<file path="src/rtl/bas_pkg.sv">
// Package for the batch ascending sorter.
// Holds the shared element width, the default batch size and the controller/datapath command and status types.
// No dependencies.
package bas_pkg;

  // width of one element, two's complement
  localparam int unsigned DATA_W = 32;

  // default number of elements in one batch
  localparam int unsigned BATCH_SIZE_DEF = 16;

  // commands from the controller to the datapath
  typedef struct packed {
    logic load_we;    // write the incoming beat into the store
    logic rd_en;      // read one store entry for the minimum search
    logic rd_first;   // that read opens a new pass
    logic emit;       // hand the minimum to the output, write the swap back
    logic emit_last;  // the emitted beat closes the batch
  } bas_cmd_t;

  // status from the datapath to the controller
  typedef struct packed {
    logic out_free;   // output register can take a beat this cycle
  } bas_status_t;

endpackage

</file>
<file path="src/rtl/bas_in_if.sv">
// Input channel of the batch ascending sorter: one unsorted element per beat.
// Depends on bas_pkg for the element width.
interface bas_in_if;
  logic                               valid;
  logic                               ready;
  logic signed [bas_pkg::DATA_W-1:0]  value;

  modport source (output valid, output value, input ready);
  modport sink   (input valid, input value, output ready);
endinterface

</file>
<file path="src/rtl/bas_out_if.sv">
// Output channel of the batch ascending sorter: one sorted element per beat.
// Depends on bas_pkg for the element width.
interface bas_out_if;
  logic                               valid;
  logic                               ready;
  logic signed [bas_pkg::DATA_W-1:0]  sorted_value;
  logic                               final_res;

  modport source (output valid, output sorted_value, output final_res, input ready);
  modport sink   (input valid, input sorted_value, input final_res, output ready);
endinterface

</file>
<file path="src/rtl/bas_datapath.sv">
// Datapath of the batch ascending sorter: element store, minimum search,
// swap write-back and output register. Depends on bas_pkg.
module bas_datapath #(
  parameter int unsigned BATCH_SIZE = bas_pkg::BATCH_SIZE_DEF,
  localparam int unsigned IDX_W     = (BATCH_SIZE > 1) ? $clog2(BATCH_SIZE) : 1
) (
  input  logic                               clk_i,
  input  logic                               rst_ni,
  input  bas_pkg::bas_cmd_t                  cmd_i,
  input  logic [IDX_W-1:0]                   addr_i,
  input  logic signed [bas_pkg::DATA_W-1:0]  in_value_i,
  input  logic                               out_ready_i,
  output logic                               out_valid_o,
  output logic signed [bas_pkg::DATA_W-1:0]  sorted_value_o,
  output logic                               final_res_o,
  output bas_pkg::bas_status_t               status_o
);
  import bas_pkg::*;

  logic signed [DATA_W-1:0] store_q [BATCH_SIZE];
  logic signed [DATA_W-1:0] rdata_q;
  logic                     rd_vld_q;
  logic                     rd_first_q;
  logic [IDX_W-1:0]         rd_idx_q;

  logic signed [DATA_W-1:0] min_q;
  logic [IDX_W-1:0]         min_idx_q;
  logic signed [DATA_W-1:0] head_q;   // entry at the head of the current pass

  logic                     out_valid_q;
  logic signed [DATA_W-1:0] out_value_q;
  logic                     out_last_q;

  logic                     wr_en;
  logic [IDX_W-1:0]         wr_addr;
  logic signed [DATA_W-1:0] wr_data;

  // single write port: loading beats or the swap of a finished pass
  assign wr_en   = cmd_i.load_we | cmd_i.emit;
  assign wr_addr = cmd_i.emit ? min_idx_q : addr_i;
  assign wr_data = cmd_i.emit ? head_q : in_value_i;

  // element store with registered read
  always_ff @(posedge clk_i) begin
    if (wr_en) begin
      store_q[wr_addr] <= wr_data;
    end
    if (cmd_i.rd_en) begin
      rdata_q <= store_q[addr_i];
    end
  end

  // read tag travelling with the registered data
  always_ff @(posedge clk_i or negedge rst_ni) begin
    if (!rst_ni) begin
      rd_vld_q <= 1'b0;
    end else begin
      rd_vld_q <= cmd_i.rd_en;
    end
  end

  always_ff @(posedge clk_i) begin
    if (cmd_i.rd_en) begin
      rd_idx_q   <= addr_i;
      rd_first_q <= cmd_i.rd_first;
    end
  end

  // running minimum of the pass, head entry kept for the swap
  always_ff @(posedge clk_i) begin
    if (rd_vld_q) begin
      if (rd_first_q || (rdata_q < min_q)) begin
        min_q     <= rdata_q;
        min_idx_q <= rd_idx_q;
      end
      if (rd_first_q) begin
        head_q <= rdata_q;
      end
    end
  end

  // output register
  always_ff @(posedge clk_i or negedge rst_ni) begin
    if (!rst_ni) begin
      out_valid_q <= 1'b0;
    end else if (cmd_i.emit) begin
      out_valid_q <= 1'b1;
    end else if (out_ready_i) begin
      out_valid_q <= 1'b0;
    end
  end

  always_ff @(posedge clk_i) begin
    if (cmd_i.emit) begin
      out_value_q <= min_q;
      out_last_q  <= cmd_i.emit_last;
    end
  end

  assign out_valid_o       = out_valid_q;
  assign sorted_value_o    = out_value_q;
  assign final_res_o       = out_last_q;
  assign status_o.out_free = !out_valid_q || out_ready_i;

  // the minimum of a pass always sits at an earlier index than a later read
  a_min_idx_behind : assert property (@(posedge clk_i) disable iff (!rst_ni)
    rd_vld_q && !rd_first_q |-> rd_idx_q > min_idx_q)
    else $error("minimum index not behind scan index");

  // no compare still in flight when a pass hands over its minimum
  a_emit_settled : assert property (@(posedge clk_i) disable iff (!rst_ni)
    cmd_i.emit |-> !rd_vld_q)
    else $error("emit while a compare is pending");

  // an emitted beat shows up on the output
  a_emit_shows : assert property (@(posedge clk_i) disable iff (!rst_ni)
    cmd_i.emit |=> out_valid_q)
    else $error("emitted beat not presented");

endmodule

</file>
<file path="src/rtl/bas_controller.sv">
// Controller of the batch ascending sorter: load, scan and emit sequencing
// with fill, pass and scan counters. Depends on bas_pkg.
module bas_controller #(
  parameter int unsigned BATCH_SIZE = bas_pkg::BATCH_SIZE_DEF,
  localparam int unsigned IDX_W     = (BATCH_SIZE > 1) ? $clog2(BATCH_SIZE) : 1
) (
  input  logic                  clk_i,
  input  logic                  rst_ni,
  input  logic                  in_valid_i,
  output logic                  in_ready_o,
  input  bas_pkg::bas_status_t  status_i,
  output bas_pkg::bas_cmd_t     cmd_o,
  output logic [IDX_W-1:0]      addr_o
);
  import bas_pkg::*;

  localparam logic [1:0] S_LOAD = 2'd0;
  localparam logic [1:0] S_SCAN = 2'd1;
  localparam logic [1:0] S_WAIT = 2'd2;
  localparam logic [1:0] S_EMIT = 2'd3;

  localparam logic [IDX_W-1:0] LAST_IDX = IDX_W'(BATCH_SIZE - 1);

  logic [1:0]       state_q, state_d;
  logic [IDX_W-1:0] fill_q, fill_d;
  logic [IDX_W-1:0] pass_q, pass_d;
  logic [IDX_W-1:0] scan_q, scan_d;
  logic             in_beat;

  assign in_ready_o = (state_q == S_LOAD);
  assign in_beat    = in_ready_o && in_valid_i;
  assign addr_o     = (state_q == S_LOAD) ? fill_q : scan_q;

  // next state and commands
  always_comb begin
    state_d = state_q;
    fill_d  = fill_q;
    pass_d  = pass_q;
    scan_d  = scan_q;
    cmd_o   = '0;
    unique case (state_q)
      S_LOAD: begin
        if (in_beat) begin
          cmd_o.load_we = 1'b1;
          if (fill_q == LAST_IDX) begin
            fill_d  = '0;
            pass_d  = '0;
            scan_d  = '0;
            state_d = S_SCAN;
          end else begin
            fill_d = fill_q + 1'b1;
          end
        end
      end
      S_SCAN: begin
        cmd_o.rd_en    = 1'b1;
        cmd_o.rd_first = (scan_q == pass_q);
        if (scan_q == LAST_IDX) begin
          state_d = S_WAIT;
        end else begin
          scan_d = scan_q + 1'b1;
        end
      end
      S_WAIT: begin
        state_d = S_EMIT;
      end
      S_EMIT: begin
        if (status_i.out_free) begin
          cmd_o.emit      = 1'b1;
          cmd_o.emit_last = (pass_q == LAST_IDX);
          if (pass_q == LAST_IDX) begin
            state_d = S_LOAD;
          end else begin
            pass_d  = pass_q + 1'b1;
            scan_d  = pass_q + 1'b1;
            state_d = S_SCAN;
          end
        end
      end
      default: begin
        state_d = S_LOAD;
      end
    endcase
  end

  // control registers
  always_ff @(posedge clk_i or negedge rst_ni) begin
    if (!rst_ni) begin
      state_q <= S_LOAD;
      fill_q  <= '0;
      pass_q  <= '0;
      scan_q  <= '0;
    end else begin
      state_q <= state_d;
      fill_q  <= fill_d;
      pass_q  <= pass_d;
      scan_q  <= scan_d;
    end
  end

  // a beat is only handed over when the output register has room
  a_emit_room : assert property (@(posedge clk_i) disable iff (!rst_ni)
    cmd_o.emit |-> status_i.out_free)
    else $error("emit without room in the output register");

  // the closing beat of a batch returns the block to loading
  a_last_to_load : assert property (@(posedge clk_i) disable iff (!rst_ni)
    cmd_o.emit && cmd_o.emit_last |=> state_q == S_LOAD && fill_q == '0)
    else $error("batch end did not return to loading");

  // store write port never claimed twice
  a_one_writer : assert property (@(posedge clk_i) disable iff (!rst_ni)
    !(cmd_o.load_we && cmd_o.emit))
    else $error("load and swap write in the same cycle");

endmodule

</file>
<file path="src/rtl/batch_ascending_sorter_top.sv">
// Batch ascending sorter: takes BATCH_SIZE signed 32-bit elements, one per
// input beat at one beat per cycle while loading, then sorts them by selection
// sort and sends them out smallest first, with final_res set on the largest.
// The sorting pace is set by the single read port of the element store, which
// the minimum search walks one entry per cycle, with a wait state per pass for
// the registered read and an emit state for the swap write. Output stalls
// hold the emit state. No input beat is taken while a batch is being sorted;
// the next batch may load while the last sorted beat waits.
// Depends on bas_pkg, bas_in_if, bas_out_if, bas_controller, bas_datapath.
module batch_ascending_sorter_top #(
  parameter int unsigned BATCH_SIZE = bas_pkg::BATCH_SIZE_DEF
) (
  input  logic       clk_i,
  input  logic       rst_ni,
  bas_in_if.sink     in_i,
  bas_out_if.source  out_o
);
  import bas_pkg::*;

  localparam int unsigned IDX_W = (BATCH_SIZE > 1) ? $clog2(BATCH_SIZE) : 1;

  bas_cmd_t         cmd;
  bas_status_t      status;
  logic [IDX_W-1:0] addr;
  logic             in_ready;

  assign in_i.ready = in_ready;

  // sequencing
  bas_controller #(
    .BATCH_SIZE (BATCH_SIZE)
  ) u_controller (
    .clk_i      (clk_i),
    .rst_ni     (rst_ni),
    .in_valid_i (in_i.valid),
    .in_ready_o (in_ready),
    .status_i   (status),
    .cmd_o      (cmd),
    .addr_o     (addr)
  );

  // store, minimum search and output register
  bas_datapath #(
    .BATCH_SIZE (BATCH_SIZE)
  ) u_datapath (
    .clk_i          (clk_i),
    .rst_ni         (rst_ni),
    .cmd_i          (cmd),
    .addr_i         (addr),
    .in_value_i     (in_i.value),
    .out_ready_i    (out_o.ready),
    .out_valid_o    (out_o.valid),
    .sorted_value_o (out_o.sorted_value),
    .final_res_o    (out_o.final_res),
    .status_o       (status)
  );

endmodule

</file>
<file path="src/flat_wrapper.sv">
// flat-port wrapper written by rule: the top's interface ports become plain ports
module batch_ascending_sorter_top_flat import bas_pkg::*;
#(
  parameter int unsigned BATCH_SIZE = bas_pkg::BATCH_SIZE_DEF
)
  (clk_i, rst_ni, in_i_valid, in_i_value, in_i_ready, out_o_valid, out_o_sorted_value, out_o_final_res, out_o_ready);
  bas_in_if in_i_i ();
  bas_out_if out_o_i ();
  input  logic clk_i;
  input  logic rst_ni;
  input wire logic [$bits(in_i_i.valid)-1:0] in_i_valid;
  input wire logic [$bits(in_i_i.value)-1:0] in_i_value;
  output wire logic [$bits(in_i_i.ready)-1:0] in_i_ready;
  output wire logic [$bits(out_o_i.valid)-1:0] out_o_valid;
  output wire logic [$bits(out_o_i.sorted_value)-1:0] out_o_sorted_value;
  output wire logic [$bits(out_o_i.final_res)-1:0] out_o_final_res;
  input wire logic [$bits(out_o_i.ready)-1:0] out_o_ready;
  assign in_i_i.valid = in_i_valid;
  assign in_i_i.value = in_i_value;
  assign in_i_ready = in_i_i.ready;
  assign out_o_valid = out_o_i.valid;
  assign out_o_sorted_value = out_o_i.sorted_value;
  assign out_o_final_res = out_o_i.final_res;
  assign out_o_i.ready = out_o_ready;
  batch_ascending_sorter_top #(.BATCH_SIZE(BATCH_SIZE)) u_core (.clk_i(clk_i), .rst_ni(rst_ni), .in_i(in_i_i), .out_o(out_o_i));
endmodule
</file>
<file path="config.mk">
export PLATFORM = sky130hd
export DESIGN_NAME = batch_ascending_sorter_top_flat
export DESIGN_NICKNAME = d
export VERILOG_FILES = /design/src/rtl/bas_pkg.sv /design/src/rtl/bas_in_if.sv /design/src/rtl/bas_out_if.sv /design/src/rtl/bas_datapath.sv /design/src/rtl/bas_controller.sv /design/src/rtl/batch_ascending_sorter_top.sv /design/src/flat_wrapper.sv
export SDC_FILE = /design/constraint.sdc
export NUM_CORES = 1
export LEC_CHECK = 0
export BUFFER_PORTS_ARGS = -buffer_cell sky130_fd_sc_hd__buf_2
export CORE_MARGIN = 4
export CORE_UTILIZATION = 30
export DETAILED_ROUTE_END_ITERATION = 8
export GPL_TIMING_DRIVEN = 0
export HOLD_SLACK_MARGIN = 0.03
export PLACE_DENSITY_LB_ADDON = 0.3
export REMOVE_ABC_BUFFERS = 1
export SLEW_MARGIN = 20
export SYNTH_ARGS = -nofsm -noshare
export SYNTH_HDL_FRONTEND = slang
export SYNTH_SLANG_ARGS = --single-unit
</file>
<file path="constraint.sdc">
create_clock -name clk_i -period 9.33 [get_ports clk_i]
set_clock_uncertainty 0.05 [all_clocks]
set_input_delay 0.933 -clock clk_i [delete_from_list [all_inputs] [get_ports clk_i]]
set_output_delay 0.933 -clock clk_i [all_outputs]
set_load 0.05 [all_outputs]
</file>
# Yosys cells after proc, flatten, opt, wreduce, memory -nomap -nowiden
# Memories as Yosys holds them, arrays and structs flattened. A register that Yosys moved wholly into a read port is not among the register bits.
# Index checks and enable logic that the tools add are counted.
# W data, S select, Z words.
# totals
mem_bits_rw	512
n_memories	1
ff_bits	122
output_inout_bits	35
input_bits	36
# mem_list
name	words	word_bits	rd	rd_clocked_by_memory_dff	write_ports	line_no	source
u_core.u_datapath.store_q	16	32	1	1	1	bas_datapath.sv:20	logic signed [DATA_W-1:0] store_q [BATCH_SIZE];
# op_classes
n_mux	26
reduce_logical	15
n_addsub	3
n_lt_le_gt_ge	1
eq_ne	13
bitwise	1
# ops
operator	count
$lt A32 B32 Y1	1
$mux W32	1
$mux W4	8
$mux W2	7
$add A4 B1 Y4 const B	3
$eq A4 B4 Y1 const B	3
$pmux W4 S3	1
$pmux W2 S4	1
$pmux W4 S2	1
$reduce_and A2 Y1	4
$mux W1	7
$ne A2 B1 Y1 const B	3
$ne A2 B2 Y1 const B	3
$reduce_and A6 Y1	1
$reduce_and A5 Y1	1
$eq A2 B2 Y1 const B	2
$eq A4 B4 Y1	1
$reduce_and A4 Y1	1
$reduce_bool A2 Y1	2
$reduce_bool A3 Y1	1
$eq A2 B1 Y1 const B	1
$logic_not A2 Y1	1
$logic_or A1 B1 Y1	2
$logic_and A1 B1 Y1	1
other kinds (2)	2

# Longest topological paths before layout
# Gate-level depths: netlist of run 1.
# logic_depth
word_depth	7
mapped_depth	13
mapped_depth_nobuf	8

# By module
# From an unflattened synthesis of run 1, not the netlist that was laid out.
# hier_totals
cells_unflattened	1148
area_unflattened_um2	25763.5
# modules_own_cells
mod	cells_each	area_each_um2	n_inst
bas_datapath	1047	24781.3	1
bas_controller	101	982.2	1

# Worst setup path after synthesis of run 1
# OpenSTA, ideal clock, no wires.
# synth_path
path_type	flip-flop to flip-flop
start	register u_core.u_datapath.rdata_q[30] (read register of u_core.u_datapath.store_q)
end	register u_core.u_datapath.min_idx_q[0] (enable)
path_stages_with_launch	7
path_slack_ns	3.819
n_path_buf	0
t_required_ns	8.760
arrival_ns	4.940
path_cell_list	edfxtp_1 -> ha_1 -> a21oi_1 -> nand2_1 -> a221o_1 -> o21bai_1 -> nor4bb_1
# synth_between
elab_chain_len	3
# synth_lines
element	line_no	source
from (decl)	bas_datapath.sv:21	logic signed [DATA_W-1:0] rdata_q;
$lt A32 B32 Y1	bas_datapath.sv:72	if (rd_first_q || (rdata_q < min_q)) begin
$logic_or A1 B1 Y1	bas_datapath.sv:72	
$reduce_and A2 Y1 (no line)	--	
to (signal assigned)	bas_datapath.sv:74	min_idx_q <= rd_idx_q;
to (decl)	bas_datapath.sv:27	logic [IDX_W-1:0] min_idx_q;
# No other way between the ends.
# A chain may end at the register's enable or synchronous reset.

# Final worst setup path of run 1
# layout_path
start	register u_core.u_controller.state_q[0]
end	register u_core.u_datapath.rdata_q[25] (read register of u_core.u_datapath.store_q) (data pin)
# layout_between
elab_chain_len	2
# layout_lines
element	line_no	source
from (decl)	bas_controller.sv:24	logic [1:0] state_q, state_d;
from (signal assigned)	bas_controller.sv:94	state_q <= state_d;
$eq A2 B1 Y1 or $logic_not A2 Y1 (tied branches)	bas_controller.sv:41, bas_controller.sv:32	
$mux W2 or $mux W4 (tied branches)	bas_controller.sv:41, bas_controller.sv:32	
# Parallel ways exist; a longest one is shown, timed or not.

==> impl_metrics.csv, run 1 <==
group,metric,value,unit
setup_path,crit_start,"u_core.u_controller.state_q[0]$_DFFE_PN0P_",
cells_and_area,area_growth,20.2,%
place,dp_hpwl,42300,um
logic_synthesis,yosysMostFrequentCell,"edfxtp_1",
setup_path,path_delay_family,"buffers and inverters",
detailed_routing,vias_per_cell,4.86,
die,fp.dieH,306,um
pwr,power_density,369,nW/um^2
detailed_routing,first_iter_violations,1389,
logic_synthesis,yosysSeqAreaShare,0.749,
place,dp_slack,4.48,ns
logic_synthesis,synth_cells,1758,
setup_path,crit_path_start_kind,"register",
clocking,cts_tree,"yes",
setup_path,arrival,5.15,ns
sta,max_freq,210,MHz
setup_path,r2r_slack,4.56,ns
die,num_io_pins,71,
clocking,clk_latency,0.61,ns
pwr,finalPower,11.8,mW
setup_path,regToRegEndpoint,"u_core.u_datapath.rdata_q[25]$_DFFE_PP_",
logic_synthesis,synth_edf_count,650,
place,place_congestion,0.731,
cells_and_area,multi_input_area,6250,sq um
clocking,cts_sinks,666,
global_route,grt_max_degree,95,
sta,maxSlewHeadroom,0.239,
clocking,ctsResizeCount,0,
logic_synthesis,ys_ff_latch,666,
clocking,htreeDepth,3,
detailed_routing,firstDrtPassIters,5,
die,die_w,306,um
logic_synthesis,syn_area_per_cell,15.1,sq um
clocking,cts-buffers-inserted,70,
detailed_routing,vias,15000,
setup_path,crit_path_frequent_cell,"buf_16",
clocking,root_buffer,"clkbuf_16",
clocking,postCtsSetupBuffers,0,
sta,hold_viol_final,0,
global_route,grt_pass1_wl,98000,um
setup_path,required,9.71,ns
setup_path,endpoint_kind,"register",
cells_and_area,final_net_count,1951,
logic_synthesis,synth_commonest_cells,"edfxtp_1 (650), nand2_1 (377), nand3_1 (198), mux2i_1 (129), clkbuf_1 (45)",
clocking,cts_buffer_depth,3,
detailed_routing,drc_errors,0,
cells_and_area,num_antenna_cells,0,
global_route,overflow,0,
sta,grt_setup_unrepaired,"false",
clocking,ctsHoldBuffers,0,
detailed_routing,drt-total-wl,66400,um
setup_path,crit_path_max_fanout,94,
logic_synthesis,ys_top_cells_by_area,"edfxtp_1 (73%), nand2_1 (5.3%), mux2i_1 (4.9%), nand3_1 (3.7%), mux4_2 (2.7%)",
global_route,grt_usage,0.139,
setup_path,r2r_cells,14,
job,drv_cap,0,
pwr,ir_drop,0.310,mV
sta,tightest_slew,1.14,ns
sta,min_period,4.77,ns
setup_path,cp_slowest_cell,"ha_1",
hold_path,hold_class,"input port to async pin",
setup_path,critPathKind,"register to register",
clocking,clk_pin_slew,0.06,ns
logic_synthesis,synthFlopType,"edfxtp_1",
global_route,grt_pass1_vias,15100,
die,start_util,0.304,
logic_synthesis,synth.largest_area_cell,"edfxtp_1",
logic_synthesis,async_flop_share,0.0240,
cells_and_area,drive_gt1_frac,0.152,
logic_synthesis,yosys_warnings,0,
cells_and_area,seq_area,19900,sq um
detailed_routing,wl_per_cell,21.5,um
setup_path,max_stage_delay,0.64,ns
cells_and_area,fillers,8173,
sta,setup_viol,0,
place,numPortBuffers,70,
sta,worst_slack,4.56,ns
logic_synthesis,synth.cell_area,26600,sq um
setup_path,rr_startpoint,"u_core.u_controller.state_q[0]$_DFFE_PN0P_",
die,dieArea,93400,sq um
pwr,p_leak,11.2,nW
die,row_count,108,
setup_path,path_cells,"inv_1, ha_1, mux2i_4, buf_8, buf_16, buf_16, buf_8, inv_8, buf_16, buf_16, mux2i_1, mux4_2, nor2b_1, a31oi_1",
sta,timing.final.crit_share,0.511,
global_route,antenna_found_initial,0,
die,core,87300,sq um
status,status,"complete, no violations",
logic_synthesis,yosys.area.top_type_share,0.734,
detailed_routing,final_antenna_net_count,0,
setup_path,cp_num_buf_inv,8,
sta,tns,0,ns
logic_synthesis,ys_types,54,
sta,maxSlewViolCount,0,
==> placed cells by master (no fill, tap or decap), types with 16 or more instances in the layout <==
cell type	n
a21oi_1	18
a31oi_1	37
buf_16	48
buf_2	70
clkbuf_1	18
clkbuf_16	74
dfrtp_1	16
edfxtp_1	650
ha_1	36
inv_1	39
mux2i_1	128
mux4_2	32
nand2_1	376
nand3_1	198
nor2_4	16
nor2b_1	33
==> metal layers <==
layer / GRT usage / wire length (um) / vias up
li1: - / - / 6804
met1: 0.201 / 30800 / 7667
met2: 0.215 / 30300 / 450
met3: 0.0267 / 3960 / 101
met4: 0.0383 / 1380 / 0
met5: 0 / 0 / -
==> registers in the layout, indices dropped and copies added, names as in the netlist <==
name	count
u_core.u_controller.state_q	2
u_core.u_datapath.rd_first_q	1
u_core.u_datapath.out_valid_o	1
u_core.u_datapath.store_q	512
u_core.u_datapath.rdata_q	32
u_core.u_datapath.min_q	32
u_core.u_datapath.head_q	32
u_core.u_datapath.rd_vld_q	1
u_core.u_datapath.min_idx_q	4
u_core.u_controller.pass_q	4
u_core.u_controller.fill_q	4
u_core.u_controller.scan_q	4
u_core.u_datapath.final_res_o	1
u_core.u_datapath.sorted_value_o	32
u_core.u_datapath.rd_idx_q	4
==> logic make-up after synthesis <==
| family | Yosys count | synth area share |
|---|---|---|
| AO/OA/AOI/OAI | 94 | 0.0225 |
| XOR/XNOR | 4 | 0.00132 |
| adder cells (fa/ha/maj) | 37 | 0.0174 |
| buffers and inverters | 130 | 0.0227 |
| flip-flops | 666 | 0.749 |
| multiplexers | 166 | 0.0783 |
| AND/OR/NAND/NOR | 661 | 0.108 |
==> report_power, final <==
part / internal, mW / total, mW / switching, mW
combinational: 1.70 / 4.53 / 2.83
sequential: 4.27 / 4.53 / 0.261
clock: 1.59 / 2.73 / 1.14
==> how the worst max path moves through the flow <==
stage / to / slack [ns] / cells past startpoint
6_report: u_core.u_datapath.rdata_q[25]$_DFFE_PP_ / 4.56 / 14
5_1_grt: u_core.u_datapath.rdata_q[10]$_DFFE_PP_ / 4.19 / 14
4_1_cts: u_core.u_datapath.rdata_q[10]$_DFFE_PP_ / 4.46 / 14
3_5_place_dp: u_core.u_datapath.rdata_q[24]$_DFFE_PP_ / 4.48 / 14
3_3_place_gp: u_core.u_datapath.rdata_q[19]$_DFFE_PP_ / -8.86 / 8
2_1_floorplan: u_core.u_datapath.rdata_q[0]$_DFFE_PP_ / -0.95 / 8
==> area by class of cell <==
| type | count | area share |
|---|---|---|
| clock buffers | 92 | 0.0601 |
| clock inverters | 35 | 0.00999 |
| well taps | 1155 | 0.0452 |
| flip-flops and latches | 666 | 0.623 |
| inverters | 44 | 0.00580 |
| multi-input cells | 962 | 0.196 |
| repair buffers | 134 | 0.0598 |
==> through the flow <==
stage / area, sq um / hold slack, ns / std cells / utilization
6_report: 32000 / 0.202 / 3088 / 0.366
5_1_grt: 32000 / 0.212 / 3088 / 0.366
4_1_cts: 32000 / 0.185 / 3088 / 0.366
3_5_place_dp: 29700 / 0.355 / 2961 / 0.340
3_3_place_gp: 27900 / 0.353 / 2897 / 0.320
2_1_floorplan: 26100 / 0.350 / 1672 / -
Note: power is estimated with default switching activity, not from simulation.
==> inputs of run 2 (changes only) <==
==> constraint.sdc (replaced) <==
create_clock -name clk_i -period 4.97 [get_ports clk_i]
set_clock_uncertainty 0.05 [all_clocks]
set_input_delay 0.497 -clock clk_i [delete_from_list [all_inputs] [get_ports clk_i]]
set_output_delay 0.497 -clock clk_i [all_outputs]
set_load 0.05 [all_outputs]
==> run 2 against run 1 <==
Net effect: first-iteration DRC count fell by 1.4%; critical path type unchanged; flip-flop and latch count unchanged; setup slack lost 4.1 ns; power is 88% higher; design area is essentially flat; critical path depth is the same; clock-buffer cell count unchanged; hold slack better by 0.049 ns; largest cell class unchanged.
==> impl_metrics.csv, run 2 (synthesized netlist as in run 1, its figures left out) <==
group,metric,value,unit
status,status,"complete, no violations",
setup_path,crit_path_start_kind,"register",
cells_and_area,num_antenna_cells,0,
detailed_routing,drt-total-wl,66400,um
sta,grt_setup_unrepaired,"false",
global_route,grt_pass1_vias,15100,
setup_path,crit_path_frequent_cell,"buf_16",
detailed_routing,vias_per_cell,4.89,
detailed_routing,final_antenna_net_count,0,
clocking,root_buffer,"clkbuf_16",
setup_path,endpoint,"u_core.u_datapath.rdata_q[25]$_DFFE_PP_",
pwr,ir_drop,0.582,mV
sta,max_freq,221,MHz
die,core,87300,sq um
setup_path,path_cells,"inv_1, ha_2, mux2i_4, buf_8, buf_16, buf_16, buf_8, inv_8, buf_16, buf_16, mux2i_1, mux4_2, nor2b_1, a31oi_1",
cells_and_area,fillers,8171,
clocking,postCtsSetupBuffers,0,
sta,setup_viol,0,
setup_path,cp_slowest_cell,"mux4_2",
global_route,grt_pass1_wl,98000,um
die,fp.dieH,306,um
clocking,cts-buffers-inserted,70,
pwr,p_leak,11.2,nW
die,die_w,306,um
cells_and_area,layout_commonest_cell,"edfxtp_1",
cells_and_area,design_area,32000,sq um
clocking,cts_tree,"yes",
detailed_routing,drc_errors,0,
cells_and_area,final_cells,3089,
setup_path,max_stage_delay,0.49,ns
setup_path,path_depth,14,
cells_and_area,final_cell_mix,"edfxtp_1 (650), nand2_1 (376), nand3_1 (198)",
clocking,clk_latency,0.61,ns
place,dp_hpwl,42300,um
job,drv_cap,0,
setup_path,crit_start,"u_core.u_controller.state_q[0]$_DFFE_PN0P_",
sta,timing.final.crit_share,0.910,
global_route,grt_max_degree,95,
sta,maxSlewHeadroom,0.229,
setup_path,r2r_cells,14,
setup_path,crit_path_max_fanout,94,
pwr,power_density,693,nW/um^2
cells_and_area,area_growth,20.3,%
global_route,grt_usage,0.139,
clocking,cts_sinks,666,
detailed_routing,firstDrtPassIters,5,
setup_path,arrival,4.90,ns
clocking,cts_buffer_depth,3,
sta,hold_viol_final,0,
detailed_routing,vias,15100,
detailed_routing,first_iter_violations,1370,
setup_path,endpoint_kind,"register",
place,place_congestion,0.731,
sta,maxSlewViolCount,0,
sta,min_period,4.52,ns
die,start_util,0.304,
cells_and_area,drive_gt1_frac,0.153,
sta,tightest_slew,1.15,ns
setup_path,r2r_slack,0.45,ns
cells_and_area,regMostFlops,"u_core.u_datapath.store_q",
setup_path,rr_startpoint,"u_core.u_controller.state_q[0]$_DFFE_PN0P_",
sta,tns,0,ns
clocking,htreeDepth,3,
cells_and_area,final_net_count,1952,
setup_path,cp_num_buf_inv,8,
die,dieArea,93400,sq um
setup_path,required,5.35,ns
hold_path,hold_class,"input port to register",
die,num_io_pins,71,
place,postPlaceCellArea,29700,sq um
global_route,overflow,0,
place,numPortBuffers,70,
setup_path,regToRegEndpoint,"u_core.u_datapath.rdata_q[25]$_DFFE_PP_",
place,dp_cells,2961,
cells_and_area,largest_reg_flops,512,
global_route,antenna_found_initial,0,
detailed_routing,wl_per_cell,21.5,um
setup_path,path_delay_family,"buffers and inverters",
die,row_count,108,
setup_path,critPathKind,"register to register",
clocking,clk_pin_slew,0.06,ns
## run 2: cell count changes in the layout (fill, tap and decap cells not counted), sizes merged
cell and delta:
dlygate4sd3 +1
## run 2: how the worst min path moves through the flow
stage | startpoint | to | depth (start not counted) | slack (ns)
2_1_floorplan | rst_ni | u_core.u_controller.fill_q[0]$_DFFE_PN0P_ | 0 | 0.15
5_1_grt | in_i_valid | u_core.u_controller.fill_q[0]$_DFFE_PN0P_ | 3 | 0.26
3_3_place_gp | u_core.u_datapath.rd_idx_q[2]$_DFFE_PP_ | u_core.u_datapath.min_idx_q[2]$_DFFE_PP_ | 0 | 0.35
4_1_cts | out_o_ready | u_core.u_datapath.out_valid_o$_DFFE_PN0P_ | 3 | 0.21
6_report | out_o_ready | u_core.u_datapath.out_valid_o$_DFFE_PN0P_ | 3 | 0.25
3_5_place_dp | u_core.u_datapath.rd_idx_q[0]$_DFFE_PP_ | u_core.u_datapath.min_idx_q[0]$_DFFE_PP_ | 0 | 0.35
## run 2: cell type report
class | instances | area (sq um) | area share
multi-input combinational | 962 | 6250 | 0.196
timing repair buffer | 135 | 1920 | 0.0601
sequential | 666 | 19900 | 0.623
clock inverter | 35 | 319 | 0.00998
clock buffer | 92 | 1920 | 0.0600
inverter | 44 | 185 | 0.00579
tap | 1155 | 1450 | 0.0452
## run 2: metal layers
| metal | share of wire | vias up | GRT usage | wire length (um) |
|---|---|---|---|---|
| met3 | 0.062 | 105 | 0.0266 | 4080 |
| met5 | 0 | - | 0 | 0 |
| met4 | 0.021 | 0 | 0.0383 | 1420 |
| met1 | 0.46 | 7698 | 0.202 | 30500 |
| met2 | 0.46 | 480 | 0.216 | 30400 |
| li1 | - | 6812 | - | - |
## run 2: power by group
part           total, mW  internal (mW)  switching [mW]
sequential          8.50           8.01           0.490
combinational       8.52           3.19            5.33
clock               5.13           2.99            2.13
## run 2: what timing repair did
action                     4_1_cts  5_1_grt
hold endpoints to repair        16        0
resized for setup                0        1
hold buffers                     1        0
setup endpoints to repair        0       12
## run 2: per-stage QoR
step | hold slack [ns] | setup WS, ns | power [mW] | utilization
4_1_cts | 0.210 | 0.101 | 22.4 | 0.366
3_3_place_gp | 0.353 | -13.22 | 15.4 | 0.320
6_report | 0.251 | 0.449 | 22.1 | 0.366
5_1_grt | 0.255 | 0.121 | 23.4 | 0.366
3_5_place_dp | 0.355 | 0.118 | 17.2 | 0.340
2_1_floorplan | 0.151 | -5.31 | 13.9 | -
## run 2: worst register-to-register path, stage by stage, from the launching register on
cell and delay, ns:
dfrtp_1 0.44, inv_1 0.12, ha_2 0.44, mux2i_4 0.20, buf_8 0.21, buf_16 0.16
buf_16 0.17, buf_8 0.18, inv_8 0.39, buf_16 0.46, buf_16 0.46, mux2i_1 0.26
mux4_2 0.49, nor2b_1 0.14, a31oi_1 0.19
